--- config.mk ---
export PLATFORM = sky130hd
export DESIGN_NAME = grwt_ram
export DESIGN_NICKNAME = d
export VERILOG_FILES = /design/src/design/grwt_ram.sv
export SDC_FILE = /design/constraint.sdc
export NUM_CORES = 1
export LEC_CHECK = 0
export BUFFER_PORTS_ARGS = -buffer_cell sky130_fd_sc_hd__buf_2
export CAP_MARGIN = 30
export CORE_AREA = 4 4 94 118
export CTS_BUF_LIST = sky130_fd_sc_hd__clkbuf_16
export DETAILED_ROUTE_END_ITERATION = 8
export DIE_AREA = 0 0 98 122
export PLACE_DENSITY = 0.84
export SYNTH_ARGS = -nofsm -noshare
export SYNTH_HDL_FRONTEND = slang
export SYNTH_SLANG_ARGS = --single-unit
--- constraint.sdc ---
create_clock -name clk -period 1.6 [get_ports clk]
set_input_delay 0.08 -clock clk [delete_from_list [all_inputs] [get_ports clk]]
set_output_delay 0.08 -clock clk [all_outputs]
set_load 0.03 [all_outputs]
--- src/design/grwt_ram.sv ---
`default_nettype none

// Simple dual-port RAM, registered read
module grwt_ram #(
  parameter int WIDTH = 8,
  parameter int DEPTH = 16,
  localparam int AW = (DEPTH > 1) ? $clog2(DEPTH) : 1
) (
  input  wire logic             clk,
  input  wire logic             we,
  input  wire logic [AW-1:0]    waddr,
  input  wire logic [WIDTH-1:0] wdata,
  input  wire logic             re,
  input  wire logic [AW-1:0]    raddr,
  output logic      [WIDTH-1:0] rdata
);

  logic [WIDTH-1:0] mem [DEPTH];

  always_ff @(posedge clk) begin
    if (we) begin
      mem[waddr] <= wdata;
    end
    if (re) begin
      rdata <= mem[raddr];
    end
  end

endmodule

`default_nettype wire

==> metrics.txt, run 1 <==
met2 Track Usage GR=32.50%; Yosys top cell by area=edfxtp_1; crit path kind=flop to flop; TritonCTS Buffers=17; Cell Area, Synth=5228 um2; Mapped Nets=248; Total Routing Usage GR=19.45%; # DRC=0; routed vias=2536; core area=10000 um2; CP max FO=1; H-tree Lvls=4; # hold bufs at CTS=0; Hold Vio Cnt, Final=0; sequential fraction of the synthesis area=78.12%; CP bufs+invs=0; number of library cell types mapped by synthesis=18; Pwr Density=1402 nW/um2; clk_lat worst skew=410 ps; Hold Path Class=input pin to flop; Slew Limit Fails=0; Max-Cap Viols=0; largest family of logic cells by synthesized area=multiplexers; port bufs=26; leakage=2.175 nW; routing usage on met1=22.76%; Area Growth Syn to Fin=21.11%; commonest non-fill, non-tap cell in the layout=edfxtp_1; Synth Instances=229; WHS=31.41 ps; setup repair bufs after CTS=0; RSZ-0062 raised after global routing=no; Tightest Pin Transition=409.6 ps; Starting Density=52.26%; Worst setup EP type=flop; first-pass iteration count of the detailed router=4; Worst EP required=1750 ps; syn avg cell area=22.83 um2; initial DRC count=247; busiest grt layer=met2; most frequent cells in the layout=edfxtp_1, buf_2, buf_4; chip width=98 um; Max VDD drop=762.4 uV; GPL Wtd Cong=0.7623; I/O pin total=27; Die Y=122 um; clock sinks=136; ant diodes=0; clock transition at the registers of the reported paths=60 ps; XOR/XNOR share of the synthesized area=0%; Max Clk Rate=0.6683 GHz; CTS tree=done; top post-synthesis cells by area=edfxtp_1, mux4_2, mux4_1, a22oi_1, nor2_1; Fin Setup TNS=0 ps; worst-case clock skew=10.96 ps; crit path time final=1496 ps; Synth Area in Compound Gates=2.298%; Slowest cell on crit path=mux4_1; placed cell count=398; Gates resized, CTS repair=0; global route overflow=0; Largest delay share family, worst path=multiplexers; Synth Area in Adders=0%; startpoint type of the worst setup path=flop; mux cell area share after synthesis=14.79%; vias in the first global route=2771; die area=11960 um2; register bit total from synthesis=136; Final period util=93.52%; crit-path cells=mux4_1 -> a22oi_1 -> nand2_1; CTS Root Cell=clkbuf_16; final wirelength=10570 um; Simple-Gate Fraction of Synth Area=3.135%; total of warnings raised by yosys=0; Setup Viol. Count Final=0; share of the synthesized area in the top cell type=78.12%; Routed Antenna Nets=0; fin nets=307; final non-filler cell total=430; first-pass GRT wire length=16390 um; met3 GRT Util=5.785%; Data arrival, critical path=1650 ps; largest net degree at the start of global routing=33; share of cells above drive strength 1=32.56%; initial antenna violation count=0; WL per Instance=24.59 um; Detail Placement HPWL=6379 um; Max transition margin=72.69%; outcome=completed; CTS Buffer Depth=2; Via density=5.898; Cell Rows=41; CP max stage delay=510 ps
-- logic make-up (layout without fill, tap and decap cells) --
logic type / count (synthesis) / count (layout)
DFF: 136 / 136
and+or+nand+nor: 35 / 35
muxes: 32 / 32
AOI/OAI and AO/OA: 16 / 16
buffers and inverters: 10 / 82
-- metal layers --
metal  vias to the layer above  wire length [um]
met2                       120              5724
met5                         -                 0
met4                         0               286
met1                      1302              3824
met3                        16               737
li1                       1098                 -
-- cell usage after synthesis --
| cell | number |
|---|---|
| nand3_1 | 1 |
| a22oi_1 | 16 |
| nor2b_1 | 1 |
| nand2b_1 | 2 |
| mux4_2 | 18 |
| clkdlybuf4s25_2 | 3 |
| nor2_1 | 13 |
| nand3b_1 | 2 |
| buf_6 | 3 |
| and2_1 | 1 |
| nor3_1 | 4 |
| mux4_1 | 14 |
| nand2_1 | 9 |
| and2b_1 | 1 |
| buf_2 | 3 |
| or3b_2 | 1 |
| buf_4 | 1 |
| edfxtp_1 | 136 |
-- flip-flops by register name, summed over array words and instances (netlist names) --
| signal | flops |
|---|---|
| rdata | 8 |
| mem | 128 |
-- cell type report --
| cell class | instances | area (um2) |
|---|---|---|
| tap | 129 | 161.4 |
| clock buffer | 17 | 425.4 |
| timing repair buffer | 50 | 347.8 |
| fill | 657 | 3672 |
| multi-input combinational | 83 | 1057 |
| clock inverter | 15 | 255.2 |
| sequential | 136 | 4084 |
-- power by group --
group | internal, mW | leakage (nW) | switching (mW)
Sequential | 4.02 | 1.24 | 0.0204
Combinational | 0.167 | 0.614 | 0.244
Clock | 3.06 | 0.325 | 1.37
-- stage by stage --
| step | setup slack, ps | total power, mW | util (%) | instance area [um2] |
|---|---|---|---|---|
| floorplan | 27.13 | 4.342 | - | 5228 |
| global placement | 20.97 | 4.494 | 56.49 | 5650 |
| detailed placement | 18.02 | 4.517 | 56.49 | 5650 |
| CTS | 98.88 | 8.940 | 63.29 | 6331 |
| global route | 19.96 | 9.146 | 63.29 | 6331 |
| finish | 103.7 | 8.876 | 63.29 | 6331 |
-- path summary, 6_finish.rpt --
check,slack [ps],startpoint,to,depth (start not counted)
max,100,mem[0][1],rdata[1],3
min reg2reg,750,mem[14][2],rdata[2],3
max reg2reg,100,mem[0][1],rdata[1],3
min,30,re,rdata[4],1
Note: power is estimated with default switching activity, not from simulation.
==> run 2: changes to the inputs <==
CELL_PAD_IN_SITES_DETAIL_PLACEMENT = 0   (was unset)
CELL_PAD_IN_SITES_GLOBAL_PLACEMENT = 1   (was unset)
CORE_AREA = 4 4 116 107   (was 4 4 94 118)
DIE_AREA = 0 0 120 111   (was 0 0 98 122)
RECOVER_POWER = 50   (was unset)
==> run 2 against run 1 <==
Compared with the run above:
- critical path depth is the same
- design area is 0.97% lower
- non-clock buffer count unchanged
- critical endpoint is now rdata[0]
- largest cell class unchanged
- clock skew is 4.1 ps lower
- critical path type unchanged
- worst setup slack lost 15 ps
- sequential share of layout area up 0.63 points
- sequential power barely moved
==> metrics.txt, run 2 (synthesis results as in run 1) <==
Clk network pwr share=46.8% (-3.1 points); CTS Root Cell=clkbuf_16; ant diodes=0 (unchanged); Tightest Pin Transition=702.5 ps (+292.9 ps); core area=11250 um2 (+12%); Seq pwr share=48.3% (+2.8 points); fin nets=307 (unchanged); routed vias=2550 (+0.55%); Worst setup EP type=flop; Data arrival, critical path=1660 ps (about the same); final wirelength=10220 um (-3.3%); outcome=completed; Net Switching=1.724 mW (+5.3%); # DRC=0 (unchanged); crit path kind=flop to flop; r2r startpoint=mem[0][0]; Max-Cap Viols=0 (unchanged); Max VDD drop=754.2 uV (-1.1%); placed cell count=425 (+6.8%); Area Growth Syn to Fin=19.94%; internal power=6.632 mW (-8.4%); Max transition margin=53.17% (-20 points); Slowest cell on crit path=mux4_1; clock transition at the registers of the reported paths=60 ps (about the same); global route overflow=0 (unchanged); Total Routing Usage GR=16.51% (-2.9 points); TritonCTS Buffers=17 (unchanged); flop2flop setup slack=90 ps (-20 ps); Setup Viol. Count Final=0 (unchanged); Final period util=94.47% (+0.95 points); Comb pwr share=4.9% (+0.3 points); RSZ-0062 raised after global routing=no; Worst R2R Path Depth=3 (unchanged); crit path time final=1511 ps (+15.14 ps); clock sinks=136 (unchanged); fin area=6270 um2 (-0.97%); capturing point of the worst reg2reg path=rdata[0]; startpoint type of the worst setup path=flop; Pwr Density=1333 nW/um2 (-4.9%); Max Clk Rate=0.6616 GHz (-1.0%); I/O pin total=27 (unchanged); first-pass GRT wire length=15750 um (-3.9%); die area=13320 um2 (+11%); max reg flops=128 (unchanged); leakage=2.094 nW (-3.7%); Starting Density=46.47% (-5.8 points); commonest non-fill, non-tap cell in the layout=edfxtp_1; WHS=187.9 ps (+156.5 ps); Routed Antenna Nets=0 (unchanged); Die Y=111 um (-9.0%); initial antenna violation count=0 (unchanged); CTS tree=done; share of cells above drive strength 1=29.57% (-3.0 points); WL per Instance=22.37 um (-9.0%); Critical Path End=rdata[0]; clk_lat worst skew=410 ps (about the same); Slew Limit Fails=0 (unchanged); Cell Rows=37 (-9.8%); CTS Buffer Depth=2 (unchanged); Via density=5.580 (-5.4%); Setup crit start=mem[0][0]; CP max stage delay=510 ps (about the same); Regs by FF count=mem x128, rdata x8; GPL Wtd Cong=0.7537 (-1.1%); Hold Path Class=input pin to flop; port bufs=26 (unchanged); Area after DPL=5684 um2 (+0.60%); CP max FO=1 (unchanged); crit-path cells=mux4_1 -> a22oi_1 -> nand2_1; Hold Vio Cnt, Final=0 (unchanged); Reg with most FFs=mem; hold depth=1 (unchanged); worst-case clock skew=6.857 ps (-4.099 ps); H-tree Lvls=4 (unchanged); largest net degree at the start of global routing=33 (unchanged); first-pass iteration count of the detailed router=7 (+3); setup repair bufs after CTS=0 (unchanged); initial DRC count=262 (+6.1%); Worst EP required=1750 ps (about the same); switch share=20.63% (+2.2 points); chip width=120 um (+22%); vias in the first global route=2602 (-6.1%); Detail Placement HPWL=6438 um (+0.93%); most frequent cells in the layout=edfxtp_1, mux4_2, buf_4; final non-filler cell total=457 (+6.3%)
==> run 2: cell count changes in the layout (fill, tap and decap cells not counted), moves of 2 or more <==
cell,before,now
bufinv_16,7,3
clkinvlp_4,2,4
buf_4,21,18
clkinv_1,3,0
buf_2,26,16
clkbuf_1,0,13
clkinv_4,1,4
==> run 2: per-stage QoR <==
step	setup TNS, ps	util [%]	setup slack (ps)	total power [mW]
floorplan	0	-	27.13	4.342
global placement	-205.7	50.53	-104.1	4.510
detailed placement	-214.6	50.53	-114.7	4.526
CTS	0	55.90	58.30	8.420
global route	0	55.73	20.90	8.610
finish	0	55.73	88.53	8.356
==> run 2: timing repair <==
action                                  CTS  global route
resized for setup                         0             1
hold buffers                              0             0
endpoints found under the setup margin    0             1
==> run 2: power by group through the flow <==
| stage | clock [mW] | sequential [mW] | combinational, mW |
|---|---|---|---|
| after CTS | 3.96 | 4.04 | 0.418 |
| after global placement | 0 | 4.11 | 0.403 |
| after floorplan | 0 | 4.14 | 0.203 |
| final | 3.91 | 4.04 | 0.408 |
| after detailed placement | 0 | 4.11 | 0.414 |
| after global routing | 4.13 | 4.04 | 0.442 |
==> run 2: per-layer routing <==
metal / vias to the layer above / GRT usage [%] / wire (um)
li1: 1100 / - / -
met1: 1332 / 23.51 / 4278
met2: 107 / 24.68 / 5039
met3: 11 / 4.490 / 751
met4: 0 / 5.878 / 151
met5: - / 0 / 0
==> run 2: final cells by class <==
type / instances / area [um2]
clock buffers: 17 / 425.4
clock inverters: 15 / 178.9
fillers: 872 / 4980
multi-input cells: 83 / 1062
flip-flops and latches: 136 / 4084
well taps: 156 / 195.2
repair buffers: 50 / 324.1
==> run 2: worst max-delay path: cells and delay by family, from the launching register on <==
kind	cells	cell delay, ps
multiplexers	1	510
flip-flops	1	370
AO/OA/AOI/OAI	1	290
AND/OR/NAND/NOR	1	80
==> run 2: how the worst min path moves through the flow <==
stage	from	end
final	wdata[7]	mem[13][7]
after floorplan	wdata[0]	mem[0][0]
after global placement	re	rdata[4]
after global routing	re	rdata[3]
after CTS	re	rdata[3]
after detailed placement	re	rdata[2]
